==> src/rtl/core/tgd_pkg.sv <==
// ----------------------------------------------------------------------------
// tgd_pkg: shared types and constants of the touch gesture detector
// gesture codes, register indexes, reset values and the press flag bundle
// ----------------------------------------------------------------------------
package tgd_pkg;

  // default widths
  localparam int COORD_BITS_DEF = 11;
  localparam int TIME_BITS_DEF  = 32;

  // fixed widths of the register port
  localparam int HOLD_BITS = 16;
  localparam int CFG_IDX_W = 3;

  // register indexes
  localparam logic [CFG_IDX_W-1:0] REG_TAP_RADIUS   = 3'd0;
  localparam logic [CFG_IDX_W-1:0] REG_SLIDE_VERT   = 3'd1;
  localparam logic [CFG_IDX_W-1:0] REG_SLIDE_HORZ   = 3'd2;
  localparam logic [CFG_IDX_W-1:0] REG_HOLD_TIME    = 3'd3;
  localparam logic [CFG_IDX_W-1:0] REG_TOP_EDGE     = 3'd4;
  localparam logic [CFG_IDX_W-1:0] REG_BOTTOM_EDGE  = 3'd5;

  // register reset values
  localparam int TAP_RADIUS_RST  = 40;
  localparam int SLIDE_VERT_RST  = 40;
  localparam int SLIDE_HORZ_RST  = 100;
  localparam int HOLD_TIME_RST   = 400;
  localparam int TOP_EDGE_RST    = 31;
  localparam int BOTTOM_EDGE_RST = 1057;

  // gesture codes
  typedef enum logic [3:0] {
    G_NONE      = 4'd0,
    G_DOWN      = 4'd1,
    G_UP        = 4'd2,
    G_DOUBLE    = 4'd3,
    G_HOLD      = 4'd4,
    G_SL_UP     = 4'd5,
    G_SL_DOWN   = 4'd6,
    G_SL_LEFT   = 4'd7,
    G_SL_RIGHT  = 4'd8,
    G_TWO_RIGHT = 4'd9
  } gesture_e;

  // per-press control flags
  typedef struct packed {
    logic       pressed;
    logic       anchor_saved;
    logic       slid;
    logic       hold_reported;
    logic       timer_armed;
    logic       vertical_zeroed;
    logic [1:0] tap_count;
  } flags_t;

endpackage

==> src/rtl/core/tgd_eval.sv <==
// ----------------------------------------------------------------------------
// tgd_eval: gesture evaluation for one touch sample
// release, press start, slide and hold tests; gives the next tracker state
// ----------------------------------------------------------------------------
module tgd_eval #(
  parameter int COORD_BITS = tgd_pkg::COORD_BITS_DEF,
  parameter int TIME_BITS  = tgd_pkg::TIME_BITS_DEF
) (
  // settings
  input  logic [COORD_BITS-1:0]         tap_radius_i,
  input  logic [COORD_BITS-1:0]         slide_vertical_min_i,
  input  logic [COORD_BITS-1:0]         slide_horizontal_min_i,
  input  logic [tgd_pkg::HOLD_BITS-1:0] hold_time_i,
  input  logic [COORD_BITS-1:0]         top_edge_i,
  input  logic [COORD_BITS-1:0]         bottom_edge_i,
  // current state
  input  tgd_pkg::flags_t               flags_i,
  input  logic [COORD_BITS-1:0]         anchor_x_i,
  input  logic [COORD_BITS-1:0]         anchor_y_i,
  input  logic [COORD_BITS-1:0]         last_x_i,
  input  logic [COORD_BITS-1:0]         last_y_i,
  input  logic [TIME_BITS-1:0]          press_start_i,
  input  tgd_pkg::gesture_e             gesture_i,
  // sample
  input  logic [3:0]                    contact_count_i,
  input  logic [COORD_BITS-1:0]         first_x_i,
  input  logic [COORD_BITS-1:0]         first_y_i,
  input  logic [COORD_BITS-1:0]         second_x_i,
  input  logic [TIME_BITS-1:0]          time_now_i,
  // next state
  output tgd_pkg::flags_t               flags_o,
  output logic [COORD_BITS-1:0]         anchor_x_o,
  output logic [COORD_BITS-1:0]         anchor_y_o,
  output logic [COORD_BITS-1:0]         last_x_o,
  output logic [COORD_BITS-1:0]         last_y_o,
  output logic [TIME_BITS-1:0]          press_start_o,
  output tgd_pkg::gesture_e             gesture_o
);
  import tgd_pkg::*;

  // signed width that holds a coordinate plus or minus a distance
  localparam int CW = COORD_BITS + 2;

  function automatic logic signed [CW-1:0] ext(input logic [COORD_BITS-1:0] v);
    return signed'({2'b00, v});
  endfunction

  // strictly inside the square zone round the anchor
  function automatic logic in_zone(input logic signed [CW-1:0] x,
                                   input logic signed [CW-1:0] y,
                                   input logic signed [CW-1:0] ax,
                                   input logic signed [CW-1:0] ay,
                                   input logic signed [CW-1:0] r);
    return (x < ax + r) && (x > ax - r) && (y < ay + r) && (y > ay - r);
  endfunction

  flags_t                  fl;
  logic [COORD_BITS-1:0]   ax, ay;
  logic [TIME_BITS-1:0]    pst;
  gesture_e                g;
  logic signed [CW-1:0]    r_s, h_s, v_s, ax_s, ay_s, fx_s, fy_s, sx_s;
  logic                    slide_hit;
  logic [TIME_BITS-1:0]    elapsed;

  always_comb begin
    fl        = flags_i;
    ax        = anchor_x_i;
    ay        = anchor_y_i;
    pst       = press_start_i;
    g         = gesture_i;
    slide_hit = 1'b0;
    r_s       = ext(tap_radius_i);
    h_s       = ext(slide_horizontal_min_i);
    v_s       = flags_i.vertical_zeroed ? '0 : ext(slide_vertical_min_i);
    fx_s      = ext(first_x_i);
    fy_s      = ext(first_y_i);
    sx_s      = ext(second_x_i);

    // release ends the press
    if (flags_i.pressed && (contact_count_i == 4'd0)) begin
      fl.anchor_saved = 1'b0;
      fl.timer_armed  = 1'b0;
      if (!flags_i.slid && !flags_i.hold_reported) begin
        g = G_UP;
        if (in_zone(ext(last_x_i), ext(last_y_i), ext(anchor_x_i), ext(anchor_y_i), r_s))
        begin
          fl.tap_count = fl.tap_count + 2'd1;
        end
        if (fl.tap_count >= 2'd2) begin
          fl.tap_count = 2'd0;
          g            = G_DOUBLE;
        end
      end
      fl.slid            = 1'b0;
      fl.hold_reported   = 1'b0;
      fl.vertical_zeroed = 1'b0;
    end

    if (contact_count_i != 4'd0) begin
      fl.pressed = 1'b1;

      // press start: move the anchor on each axis where the touch lies outside the old tap zone, arm the timer
      if (!fl.anchor_saved) begin
        if ((fx_s > ext(ax) + r_s) || (fx_s < ext(ax) - r_s)) begin
          ax           = first_x_i;
          fl.tap_count = 2'd0;
        end
        if ((fy_s > ext(ay) + r_s) || (fy_s < ext(ay) - r_s)) begin
          ay           = first_y_i;
          fl.tap_count = 2'd0;
        end
        pst             = time_now_i;
        fl.timer_armed  = 1'b1;
        fl.anchor_saved = 1'b1;
        g               = G_DOWN;
      end

      ax_s = ext(ax);
      ay_s = ext(ay);

      // slide tests, first match wins
      if (contact_count_i == 4'd1) begin
        if ((fy_s < ay_s - v_s) || (ay > bottom_edge_i)) begin
          fl.vertical_zeroed = 1'b1;
          slide_hit          = 1'b1;
          g                  = G_SL_UP;
        end else if ((fy_s > ay_s + v_s) || (ay < top_edge_i)) begin
          fl.vertical_zeroed = 1'b1;
          slide_hit          = 1'b1;
          g                  = G_SL_DOWN;
        end else if (fx_s < ax_s - h_s) begin
          slide_hit = 1'b1;
          g         = G_SL_LEFT;
        end else if (fx_s > ax_s + h_s) begin
          slide_hit = 1'b1;
          g         = G_SL_RIGHT;
        end
      end else if ((contact_count_i == 4'd2) && (fx_s > ax_s + h_s) &&
                   (sx_s > ax_s + h_s)) begin
        slide_hit = 1'b1;
        g         = G_TWO_RIGHT;
      end

      // hold once per press after the timeout
      elapsed = time_now_i - pst;
      if (slide_hit) begin
        fl.slid = 1'b1;
      end else if (!fl.slid && fl.timer_armed && (elapsed > TIME_BITS'(hold_time_i)) &&
                   in_zone(fx_s, fy_s, ax_s, ay_s, r_s) && !fl.hold_reported) begin
        fl.hold_reported = 1'b1;
        g                = G_HOLD;
      end
    end else begin
      ax_s       = ext(ax);
      ay_s       = ext(ay);
      elapsed    = '0;
      fl.pressed = 1'b0;
    end
  end

  assign flags_o       = fl;
  assign anchor_x_o    = ax;
  assign anchor_y_o    = ay;
  assign last_x_o      = (contact_count_i != 4'd0) ? first_x_i : last_x_i;
  assign last_y_o      = (contact_count_i != 4'd0) ? first_y_i : last_y_i;
  assign press_start_o = pst;
  assign gesture_o     = g;

endmodule

==> src/rtl/core/touch_gesture_detector.sv <==
// ----------------------------------------------------------------------------
// touch_gesture_detector: gesture recognizer for touch panel samples
// Each input word is one panel sample (contact count, first contact x/y,
// second contact x, millisecond timestamp). Each sample gives one output
// word: the latched gesture code (none, down, up, double tap, hold, slide
// up/down/left/right, two-finger slide right).
// Channels: input and output use valid/ready; settings are written on a
// plain write port (enable, index, data), by the user only while the block
// is idle (not enforced); an index beyond the register list is ignored.
// Path: a sample is staged in the input register, is evaluated and its
// result word is registered in the output register, where it stands
// until the receiver takes it.
// Throughput: one sample per cycle unless the output stalls; the evaluation
// is a single pass of compare and add logic between the two registers.
// Stall: while the output word waits, the input register still takes one
// more word; then ready drops until the receiver takes the result.
// Reset: all tracker state clears (no press, anchor at the origin, gesture
// none) and the settings return to their defaults.
// ----------------------------------------------------------------------------
module touch_gesture_detector #(
  parameter int COORD_BITS = tgd_pkg::COORD_BITS_DEF,
  parameter int TIME_BITS  = tgd_pkg::TIME_BITS_DEF,
  parameter int CFG_W      = (COORD_BITS > tgd_pkg::HOLD_BITS) ? COORD_BITS
                                                              : tgd_pkg::HOLD_BITS
) (
  input  logic                          clk_i,
  input  logic                          rst_ni,
  // settings write port
  input  logic                          cfg_we_i,
  input  logic [tgd_pkg::CFG_IDX_W-1:0] cfg_idx_i,
  input  logic [CFG_W-1:0]              cfg_wdata_i,
  // sample input
  input  logic                          in_valid_i,
  output logic                          in_ready_o,
  input  logic [3:0]                    contact_count_i,
  input  logic [COORD_BITS-1:0]         first_x_i,
  input  logic [COORD_BITS-1:0]         first_y_i,
  input  logic [COORD_BITS-1:0]         second_x_i,
  input  logic [TIME_BITS-1:0]          time_now_i,
  // gesture output
  output logic                          out_valid_o,
  input  logic                          out_ready_i,
  output logic [3:0]                    gesture_o
);
  import tgd_pkg::*;

  // settings registers
  logic [COORD_BITS-1:0] tap_radius_q, slide_vert_q, slide_horz_q;
  logic [COORD_BITS-1:0] top_edge_q, bottom_edge_q;
  logic [HOLD_BITS-1:0]  hold_time_q;

  // input register
  logic                  s1_valid_q;
  logic [3:0]            s1_count_q;
  logic [COORD_BITS-1:0] s1_fx_q, s1_fy_q, s1_sx_q;
  logic [TIME_BITS-1:0]  s1_now_q;

  // tracker state, gesture_q doubles as the output register
  flags_t                flags_q, flags_d;
  logic [COORD_BITS-1:0] anchor_x_q, anchor_x_d, anchor_y_q, anchor_y_d;
  logic [COORD_BITS-1:0] last_x_q, last_x_d, last_y_q, last_y_d;
  logic [TIME_BITS-1:0]  press_start_q, press_start_d;
  gesture_e              gesture_q, gesture_d;
  logic                  out_valid_q;

  logic in_fire, advance, s1_fire;

  // handshake
  assign advance    = !out_valid_q || out_ready_i;
  assign s1_fire    = s1_valid_q && advance;
  assign in_ready_o = !s1_valid_q || advance;
  assign in_fire    = in_valid_i && in_ready_o;

  // settings writes
  always_ff @(posedge clk_i or negedge rst_ni) begin
    if (!rst_ni) begin
      tap_radius_q  <= COORD_BITS'(TAP_RADIUS_RST);
      slide_vert_q  <= COORD_BITS'(SLIDE_VERT_RST);
      slide_horz_q  <= COORD_BITS'(SLIDE_HORZ_RST);
      hold_time_q   <= HOLD_BITS'(HOLD_TIME_RST);
      top_edge_q    <= COORD_BITS'(TOP_EDGE_RST);
      bottom_edge_q <= COORD_BITS'(BOTTOM_EDGE_RST);
    end else if (cfg_we_i) begin
      case (cfg_idx_i)
        REG_TAP_RADIUS:  tap_radius_q  <= cfg_wdata_i[COORD_BITS-1:0];
        REG_SLIDE_VERT:  slide_vert_q  <= cfg_wdata_i[COORD_BITS-1:0];
        REG_SLIDE_HORZ:  slide_horz_q  <= cfg_wdata_i[COORD_BITS-1:0];
        REG_HOLD_TIME:   hold_time_q   <= cfg_wdata_i[HOLD_BITS-1:0];
        REG_TOP_EDGE:    top_edge_q    <= cfg_wdata_i[COORD_BITS-1:0];
        REG_BOTTOM_EDGE: bottom_edge_q <= cfg_wdata_i[COORD_BITS-1:0];
        default: ;
      endcase
    end
  end

  // input register valid
  always_ff @(posedge clk_i or negedge rst_ni) begin
    if (!rst_ni) begin
      s1_valid_q <= 1'b0;
    end else if (in_fire) begin
      s1_valid_q <= 1'b1;
    end else if (s1_fire) begin
      s1_valid_q <= 1'b0;
    end
  end

  // input register payload
  always_ff @(posedge clk_i) begin
    if (in_fire) begin
      s1_count_q <= contact_count_i;
      s1_fx_q    <= first_x_i;
      s1_fy_q    <= first_y_i;
      s1_sx_q    <= second_x_i;
      s1_now_q   <= time_now_i;
    end
  end

  // evaluation of the staged sample
  tgd_eval #(
    .COORD_BITS (COORD_BITS),
    .TIME_BITS  (TIME_BITS)
  ) u_eval (
    .tap_radius_i           (tap_radius_q),
    .slide_vertical_min_i   (slide_vert_q),
    .slide_horizontal_min_i (slide_horz_q),
    .hold_time_i            (hold_time_q),
    .top_edge_i             (top_edge_q),
    .bottom_edge_i          (bottom_edge_q),
    .flags_i                (flags_q),
    .anchor_x_i             (anchor_x_q),
    .anchor_y_i             (anchor_y_q),
    .last_x_i               (last_x_q),
    .last_y_i               (last_y_q),
    .press_start_i          (press_start_q),
    .gesture_i              (gesture_q),
    .contact_count_i        (s1_count_q),
    .first_x_i              (s1_fx_q),
    .first_y_i              (s1_fy_q),
    .second_x_i             (s1_sx_q),
    .time_now_i             (s1_now_q),
    .flags_o                (flags_d),
    .anchor_x_o             (anchor_x_d),
    .anchor_y_o             (anchor_y_d),
    .last_x_o               (last_x_d),
    .last_y_o               (last_y_d),
    .press_start_o          (press_start_d),
    .gesture_o              (gesture_d)
  );

  // tracker state and result register
  always_ff @(posedge clk_i or negedge rst_ni) begin
    if (!rst_ni) begin
      flags_q       <= '0;
      anchor_x_q    <= '0;
      anchor_y_q    <= '0;
      last_x_q      <= '0;
      last_y_q      <= '0;
      press_start_q <= '0;
      gesture_q     <= G_NONE;
    end else if (s1_fire) begin
      flags_q       <= flags_d;
      anchor_x_q    <= anchor_x_d;
      anchor_y_q    <= anchor_y_d;
      last_x_q      <= last_x_d;
      last_y_q      <= last_y_d;
      press_start_q <= press_start_d;
      gesture_q     <= gesture_d;
    end
  end

  // output valid
  always_ff @(posedge clk_i or negedge rst_ni) begin
    if (!rst_ni) begin
      out_valid_q <= 1'b0;
    end else if (s1_fire) begin
      out_valid_q <= 1'b1;
    end else if (out_ready_i) begin
      out_valid_q <= 1'b0;
    end
  end

  assign out_valid_o = out_valid_q;
  assign gesture_o   = gesture_q;

  // press and anchor flags move together
  assert property (@(posedge clk_i) disable iff (!rst_ni)
    (flags_q.pressed == flags_q.anchor_saved) && (flags_q.timer_armed == flags_q.anchor_saved))
    else $error("press flags out of step");

  // a stored tap count never reaches two
  assert property (@(posedge clk_i) disable iff (!rst_ni)
    flags_q.tap_count[1] == 1'b0)
    else $error("tap count not cleared on double tap");

  // outside a press the per-press flags are clear
  assert property (@(posedge clk_i) disable iff (!rst_ni)
    !flags_q.pressed |-> (!flags_q.slid && !flags_q.hold_reported && !flags_q.vertical_zeroed))
    else $error("per-press flags left over after release");

  // a staged sample that moves on gives a result word next cycle
  assert property (@(posedge clk_i) disable iff (!rst_ni)
    s1_fire |=> out_valid_o)
    else $error("evaluated sample lost");

  // an empty input register always takes a word
  assert property (@(posedge clk_i) disable iff (!rst_ni)
    !s1_valid_q |-> in_ready_o)
    else $error("input stalled with empty input register");

endmodule

==> config.mk <==
export PLATFORM = sky130hd
export DESIGN_NAME = touch_gesture_detector
export DESIGN_NICKNAME = d
export VERILOG_FILES = /design/src/rtl/core/tgd_pkg.sv /design/src/rtl/core/tgd_eval.sv /design/src/rtl/core/touch_gesture_detector.sv
export SDC_FILE = /design/constraint.sdc
export NUM_CORES = 1
export LEC_CHECK = 0
export ABC_AREA = 1
export ABC_CLOCK_PERIOD_IN_PS = 9400
export BUFFER_PORTS_ARGS = -buffer_cell sky130_fd_sc_hd__buf_2
export CORE_MARGIN = 1.5
export CORE_UTILIZATION = 50
export CTS_BUF_LIST = sky130_fd_sc_hd__clkbuf_8
export CTS_CLUSTER_DIAMETER = 150
export CTS_CLUSTER_SIZE = 14
export DETAILED_ROUTE_END_ITERATION = 10
export PLACE_DENSITY = 0.69
export SLEW_MARGIN = 20
export SYNTH_ARGS = -nofsm -noshare
export SYNTH_HDL_FRONTEND = slang
export SYNTH_SLANG_ARGS = --single-unit
==> constraint.sdc <==
create_clock -name clk_i -period 9.4 [get_ports clk_i]
set_clock_uncertainty 0.1 [all_clocks]
set_input_delay 0.94 -clock clk_i [delete_from_list [all_inputs] [get_ports clk_i]]
set_output_delay 0.94 -clock clk_i [all_outputs]
set_load 0.005 [all_outputs]
# After elaboration in Yosys (flattened, before gate mapping)
# Cells that the tools add are included.
# totals
elab_cells	160
inputBits	93
register_bits	230
output_inout_bits	6
# op_classes
n_reduce_logical	40
add_sub_neg	14
mux	52
order_cmp	21
n_eq_ne	7
# ops
op	count
> comparator 12 x 13 -> 1 bit	9
less-than comparator 12 x 13 -> 1 bit	8
two-way mux 11 bit	7
two-way mux 32 bit	2
adder 11 x 11 -> 12 bit	5
subtractor 11 x 11 -> 12 bit	5
two-way mux 4 bit	12
> comparator 32 x 16 -> 1 bit	1
subtractor 32 bit	1
two-way mux 1 bit	21
logical AND 1 bit	16
two-way mux 2 bit	8
two-way mux 7 bit	2
AND reduction 2 bit	7
adder 12 x 13 -> 13 bit	1
subtractor 12 x 13 -> 13 bit	1
> comparator 11 bit	1
less-than comparator 11 bit	1
equality test 3 x 2 -> 1 bit, second input constant	2
equality test 3 bit, second input constant	2
zero test 1 bit	6
logical OR 1 bit	6
equality test 4 x 1 -> 1 bit, second input constant	1
equality test 4 x 2 -> 1 bit, second input constant	1
other kinds (7)	8

# Depth between registers and ports, before layout
# Gate-level depths: netlist of the first run.
# depth
ltp_word	24
mapped_depth	53
mapped_depth_nobuf	53

# By module
# A second synthesis of the first run with hierarchy kept.
# hier_totals
cells_unflattened	3083
hier_area_um2	22581.7
# by_module_without_submodules
mod	n_inst	cells_per_inst	area_each_um2	seq_area_each_um2
tgd_eval	1	2302	14137.3	0.0
touch_gesture_detector	1	781	8444.3	6123.4

# Worst setup path before layout of the first run
# No wires, ideal clock.
# synth_timing
path_kind	flip-flop to flip-flop
from	reg tap_radius_q[1]
to	reg gesture_q[2], in the netlist gesture_o[2]
period_less_slack_ns	7.174
required_time_ns	9.183
slack_ns	2.226
setup_time_ns	0.117
t_arrival_ns	6.957
path_stages_with_launch	50
n_path_buf	2
path_cell_list	dfrtp_1 -> inv_1 -> fa_1 -> nor2_1 -> o21ai_0 -> nand2_1 -> a21oi_1 -> o21bai_1 -> a21oi_1 -> o21ai_0 -> nand2_1 -> nand2_1 -> a21oi_1 -> xor2_1 -> ha_1 -> nand2_1 -> inv_1 -> nand3_1 -> [... 14 more ...] -> a21oi_1 -> o21ai_0 -> nand2_1 -> nand2_1 -> a21oi_1 -> xor2_1 -> ha_1 -> nand2_1 -> nor4b_1 -> nand2_1 -> nand4_1 -> nand3_1 -> inv_1 -> nand3_1 -> nand2_1 -> nand3_1 -> nand2_1 -> nand2_1
# synth_via
elab_chain_cells	16
# synth_lines
item	line	rtl
from (decl)	touch_gesture_detector.sv:48	logic [COORD_BITS-1:0] tap_radius_q, slide_vert_q, slide_horz_q;
from (signal assigned)	touch_gesture_detector.sv:77	tap_radius_q <= COORD_BITS'(TAP_RADIUS_RST);
from (signal assigned)	touch_gesture_detector.sv:85	REG_TAP_RADIUS: tap_radius_q <= cfg_wdata_i[COORD_BITS-1:0];
adder 11 x 11 -> 12 bit / subtractor 11 x 11 -> 12 bit (equally long branches)	tgd_eval.sv:104	if ((fx_s > ext(ax) + r_s) || (fx_s < ext(ax) - r_s)) begin
> comparator 12 x 13 -> 1 bit / less-than comparator 12 x 13 -> 1 bit (equally long branches)	tgd_eval.sv:104	
logical OR 1 bit	tgd_eval.sv:104	
two-way mux 11 bit	tgd_eval.sv:104	
two-way mux 11 bit	tgd_eval.sv:103	if (!fl.anchor_saved) begin
two-way mux 11 bit	tgd_eval.sv:99	if (contact_count_i != 4'd0) begin
adder 11 x 11 -> 12 bit, or another cell as far along	tgd_eval.sv:134, tgd_eval.sv:138, tgd_eval.sv:139	
> comparator 12 x 13 -> 1 bit, or another cell as far along	tgd_eval.sv:134, tgd_eval.sv:138	
two-way mux 4 bit, or another cell as far along	tgd_eval.sv:134	end else if (fx_s > ax_s + h_s) begin
two-way mux 4 bit, or another cell as far along	tgd_eval.sv:131	end else if (fx_s < ax_s - h_s) begin
two-way mux 4 bit, or another cell as far along	tgd_eval.sv:127	end else if ((fy_s > ay_s + v_s) || (ay < top_edge_i)) begin
two-way mux 4 bit, or another cell as far along	tgd_eval.sv:123	if ((fy_s < ay_s - v_s) || (ay > bottom_edge_i)) begin
two-way mux 4 bit, or another cell as far along	tgd_eval.sv:122	if (contact_count_i == 4'd1) begin
two-way mux 4 bit / two-way mux 1 bit (equally long branches)	tgd_eval.sv:148, tgd_eval.sv:99	
two-way mux 4 bit (*)	tgd_eval.sv:146	if (slide_hit) begin
two-way mux 4 bit (*)	tgd_eval.sv:99	
to (signal assigned)	touch_gesture_detector.sv:167	gesture_q <= gesture_d;
to (decl)	touch_gesture_detector.sv:63	gesture_e gesture_q, gesture_d;
# Every way passes the cells marked *; elsewhere a longest branch is shown, timed or not. The select of a mux whose other input is x is not followed.
# A chain may end at the register's enable or synchronous reset.

# Final worst setup path of the first run
# layout_timing
from	reg tap_radius_q[0]
to	reg gesture_q[2], in the netlist gesture_o[2]
# Same word-level chain as after synthesis.

==> results of run 1 <==
[worst max-delay path: cells and delay by family, from the launching register on]
kind                     cells  cell delay, ns
AO/OA/AOI/OAI               19            2.86
flip-flops                   1            0.62
buffers and inverters        5            0.51
adder cells (fa/ha/maj)      5            1.65
AND/OR/NAND/NOR             16            1.82
XOR/XNOR                     2            0.46
[power by group]
| group | switching [µW] | internal (µW) |
|---|---|---|
| combinational | 3860 | 2300 |
| sequential | 209 | 1260 |
| clock | 381 | 204 |
[layer usage]
layer  up-vias  track usage, %  share of wire (%)
met2       488            50.8                 48
met4         0            12.2                4.5
met5         -               0                  0
met1      9195            36.1                 43
li1       9757               -                  -
met3       132            2.86                4.3
[cell families after synthesis]
family                     Yosys count  synth area share [%]
muxes                                1                0.0460
DFF                                230                  28.2
and+or+nand+nor                   1106                  21.8
adders and majority gates          381                  22.4
xor gates and xnor gates           113                  4.55
buffers and inverters              473                  8.36
AOI/OAI and AO/OA                  580                  14.7
[through the flow]
stage                     worst slack (ns)  util (%)  hold slack, ns
after floorplan                       2.23         -           0.348
after global placement                1.61      53.2           0.362
after detailed placement              1.30      53.2           0.369
after CTS                             1.26      54.0           0.343
after global routing                 0.305      54.0           0.351
final                                 1.29      54.0           0.304
[area by class of cell]
cell class | instances | share of cell area (%)
Multi-Input combinational cell | 2181 | 59.5
Sequential cell | 230 | 26.4
Inverter | 416 | 6.73
Tap cell | 585 | 3.15
Timing Repair Buffer | 116 | 2.72
Clock buffer | 20 | 1.19
Clock inverter | 16 | 0.334
[worst paths after layout]
check,startpoint,endpoint,slack [ns],cells past startpoint
worst max-delay path,tap_radius_q[0]$_DFFE_PN0P_,gesture_o[2]$_DFFE_PN0P_,1.29,47
worst min-delay path,rst_ni,last_x_q[9]$_DFFE_PN0P_,0.30,1
worst max register to register,tap_radius_q[0]$_DFFE_PN0P_,gesture_o[2]$_DFFE_PN0P_,1.29,47
worst min register to register,press_start_q[12]$_DFFE_PN0P_,press_start_q[12]$_DFFE_PN0P_,0.39,2
max in group asynchronous,rst_ni,flags_q[0]$_DFFE_PN0P_,7.31,2
min in group clk_i,second_x_i[1],s1_sx_q[1]$_DFFE_PP_,0.38,1
[layout by cell type (no fill, tap or decap), types with 9 or more instances in the layout]
master and count:
ha_1 368, xnor2_1 11, o21ai_0 240, edfxtp_1 69, buf_2 97, fa_1 13, o21bai_1 28, nand2_2 30
a21o_1 13, nand3_1 140, nand4_1 53, nor4_1 10, nor3_1 23, inv_1 417, a21oi_1 214, o21ai_1 22
dfstp_2 18, nor2_1 153, and2_1 10, inv_2 12, dfrtp_1 143, clkbuf_8 20, a31oi_1 9, buf_4 18
nand2_1 656, xor2_1 102
==> flow_summary.json, run 1 <==
{
  "dp.cells": 3528,
  "rsz0062_at_grt": "no",
  "cts_max_level": 1,
  "drive_gt1_share_pct": 7.65,
  "synth_edf_count": 69,
  "cpMostUsedCell": "nand2_1",
  "instances_no_fill": 3564,
  "nFillCells": 4273,
  "hp-class": "in -> async",
  "grt_usage_pct": 28.9,
  "syn_nets": 3358,
  "dr_total_vias": 19572,
  "synth_area_leader_cell": "ha_1",
  "ios": 99,
  "ys_top_cells_by_area": "ha_1 21%, dfrtp_1 16%, nand2_1 11%",
  "yosysUniqueCellTypes": 63,
  "synth_top_flop_cell": "dfrtp_1",
  "grt_max_degree": 94,
  "drt_first_iter_violations": 1162,
  "slew_viol_final": 0,
  "yosysMostFrequentCell": "nand2_1",
  "cts_setup_buffers": 0,
  "p_leak_uw": 0.0122,
  "grt_pass1_vias": 19310,
  "die_w_um": 212,
  "syn-instance-count": 2884,
  "relSlewSlack_pct": 29.8,
  "cts_tree": "yes",
  "rows": 76,
  "synth_top_area_share_pct": 21.2,
  "crit_path_top_delay_cell": "dfrtp_1",
  "async_reset_ff_share_pct": 70.0,
  "final_cell_area_um2": 23200,
  "drc": 0,
  "power.total_uw": 8220,
  "chipHeight_um": 212,
  "finalSetupViolations": 0,
  "ys_seq_area_share_pct": 28.2,
  "multi_input_area_um2": 13800,
  "syn_avg_cell_area_um2": 7.54,
  "wire_per_inst_um": 18.0,
  "min_period_ns": 8.11,
  "hold_viol": 0,
  "max-vdd-ir-drop_mv": 0.177,
  "clock-sinks": 230,
  "postCtsResizedCells": 0,
  "core_area_um2": 43000,
  "post_dp_cell_area_um2": 22900,
  "fin_crit_sh_pct": 86.2,
  "port_buffers": 98,
  "nNetsFinal": 3439,
  "ant_nets": 0,
  "ys_warn_count": 0,
  "diodes": 0,
  "die_area_um2": 44700,
  "start_util_pct": 50.6,
  "routed_via_density": 5.49,
  "max_freq_mhz": 123,
  "worstSetupStartpointType": "flip-flop",
  "clk_path_buf_depth": 3,
  "hold_buffers": 0,
  "setup_tns_ns": 0,
  "outcome": "complete, no violations",
  "cp.arrival_ns": 8.57,
  "path_max_fanout": 22,
  "syn2layout_area_growth_pct": 6.77,
  "criticalPathCategory": "reg -> reg",
  "gp_congestion": 1.01,
  "netlist_area_um2": 21700,
  "firstDrtPassIters": 6,
  "gr-total-overflow": 0,
  "maxCapViolCount": 0,
  "cpPeakStageDelay_ns": 0.62,
  "worst_pin_slew_ns": 1.05,
  "clockRootBuffer": "clkbuf_8",
  "path_clk_slew_ns": 0.12,
  "netlist_top_cells_count": "658 x nand2_1, 404 x inv_1, 368 x ha_1",
  "cp-end-kind": "flip-flop",
  "post-dp-hpwl_mm": 51.5,
  "clk_latency_ns": 0.63,
  "p_per_area_nw_per_um2": 354,
  "tritoncts.num_buffers": 20,
  "grt_pass1_wl_mm": 101,
  "ys_ff_latch": 230,
  "regArea_um2": 6120,
  "finalWirelength_mm": 64.1,
  "largestRegisters": "press_start_q: 32 flops, s1_now_q: 32 flops, hold_time_q: 16 flops",
  "required_ns": 9.86,
  "antenna_found_initial": 0
}
No activity file was read; power rests on OpenSTA's default activity.
==> inputs of run 2 (changes only) <==
CORE_MARGIN = default   (was 1.5)
PLACE_DENSITY = 0.79   (was 0.69)
==> run 2 against run 1 <==
Die area is 0.94% lower; global-route usage is 2.1 points lower; utilization hardly changed; non-clock buffer count is 1 lower; register-to-register slack worse by 0.13 ns; setup slack worse by 0.13 ns; cell count stayed put; critical path depth is 4 lower; critical endpoint unchanged.
==> flow_summary.json, run 2 (synthesized netlist as in run 1, its figures left out) <==
{
  "gp_congestion": 0.988,
  "rows": 76,
  "core_area_um2": 43000,
  "gr-total-overflow": 0,
  "largestRegisters": "press_start_q: 32 flops, s1_now_q: 32 flops, hold_time_q: 16 flops",
  "clkPwrFrac_pct": 7.2,
  "finalSetupViolations": 0,
  "layout_common_cells": "656 x nand2_1, 417 x inv_1, 368 x ha_1",
  "cts_setup_buffers": 0,
  "hold_buffers": 0,
  "drive_gt1_share_pct": 7.62,
  "ant_nets": 0,
  "cp-end-kind": "flip-flop",
  "outcome": "complete, no violations",
  "die_w_um": 211,
  "postCtsResizedCells": 0,
  "seqPwrFrac_pct": 18.2,
  "path_max_fanout": 22,
  "p_sw_uw": 4360,
  "fin_crit_sh_pct": 87.6,
  "dr_total_vias": 19336,
  "max-vdd-ir-drop_mv": 0.171,
  "required_ns": 9.81,
  "crit_path_top_delay_cell": "o21ai_0",
  "relSlewSlack_pct": 29.4,
  "whs_ns": 0.264,
  "utilization_pct": 54.0,
  "die_area_um2": 44300,
  "cts_max_level": 1,
  "max_freq_mhz": 121,
  "criticalPathCategory": "reg -> reg",
  "grt_max_degree": 90,
  "final_cell_area_um2": 23200,
  "clk_latency_ns": 0.64,
  "finalWirelength_mm": 59.2,
  "post_dp_cell_area_um2": 22800,
  "p_leak_uw": 0.0122,
  "start_util_pct": 50.6,
  "internal_power_uw": 3750,
  "worstSetupStartpointType": "flip-flop",
  "port_buffers": 98,
  "path_clk_slew_ns": 0.10,
  "wire_per_inst_um": 16.6,
  "cpPeakStageDelay_ns": 0.83,
  "clockRootBuffer": "clkbuf_8",
  "min_period_ns": 8.24,
  "grt_usage_pct": 26.8,
  "ios": 99,
  "maxCapViolCount": 0,
  "nNetsFinal": 3438,
  "r2r-start": "tap_radius_q[0]$_DFFE_PN0P_",
  "cp.arrival_ns": 8.65,
  "grt_pass1_vias": 18421,
  "chipHeight_um": 211,
  "hp-class": "in -> async",
  "firstDrtPassIters": 5,
  "cts_tree": "yes",
  "grt_pass1_wl_mm": 94.5,
  "tritoncts.num_buffers": 20,
  "rsz0062_at_grt": "no",
  "combPwrFrac_pct": 74.6,
  "clk_path_buf_depth": 3,
  "slew_viol_final": 0,
  "drc": 0,
  "antenna_found_initial": 1,
  "final_common_cell": "nand2_1",
  "hold_viol": 0,
  "routed_via_density": 5.43,
  "post-dp-hpwl_mm": 46.9,
  "cp-startpoint": "tap_radius_q[0]$_DFFE_PN0P_",
  "clock-sinks": 230,
  "p_per_area_nw_per_um2": 349,
  "worst_pin_slew_ns": 1.05,
  "setup_tns_ns": 0,
  "drt_first_iter_violations": 1482,
  "swShare_pct": 53.8,
  "syn2layout_area_growth_pct": 6.80
}
run 2: changes by cell type in the layout (fill, tap and decap cells not counted), sizes merged:
cell and change:
buf -1, clkinv +1, diode +1, inv -1
run 2: layer usage:
layer / global-route usage [%] / vias to the layer above / routed length [µm]
met5: 0 / - / 15
met4: 9.80 / 2 / 2110
met3: 3.35 / 119 / 3590
met2: 45.3 / 590 / 27400
met1: 35.2 / 8867 / 26100
li1: - / 9758 / -
run 2: worst paths after layout:
check	endpoint	slack [ns]	depth (start not counted)
max in group asynchronous	last_y_q[7]$_DFFE_PN0P_	7.67	2
worst min register to register	press_start_q[7]$_DFFE_PN0P_	0.39	2
worst max-delay path	gesture_o[2]$_DFFE_PN0P_	1.16	43
min in group clk_i	s1_fx_q[1]$_DFFE_PP_	0.37	1
worst max register to register	gesture_o[2]$_DFFE_PN0P_	1.16	43
worst min-delay path	press_start_q[2]$_DFFE_PN0P_	0.26	1
run 2: critical path, delay by kind of cell (launching register included):
kind,cells,cell delay [ns]
AOI/OAI and AO/OA,18,3.62
adders and majority gates,5,1.68
and+or+nand+nor,14,1.34
DFF,1,0.58
buffers and inverters,4,0.45
xor gates and xnor gates,2,0.33
run 2: layout make-up:
class / instances / area, µm²
inverter: 416 / 1560
clock inverter: 16 / 77.6
timing repair buffer: 115 / 628
clock buffer: 20 / 275
sequential: 230 / 6120
antenna: 1 / 2.50
fill: 4157 / 19800
tap: 585 / 732
multi-input combinational: 2181 / 13800
run 2: power by group through the flow:
stage                     Combinational (µW)  Sequential, µW  Clock, µW
final                                   6050            1470        586
after global routing                    6910            1500        634
after CTS                               6010            1470        603
after detailed placement                5970            1490          0
after global placement                  5870            1480          0
after floorplan                         4600            1410          0
run 2: metrics by stage:
stage	instances	setup slack [ns]	power (µW)
CTS	3563	1.26	8080
detailed placement	3527	1.32	7450
global placement	3527	1.49	7340
floorplan	2884	2.23	6010
global route	3563	0.366	9040
finish	3564	1.16	8110
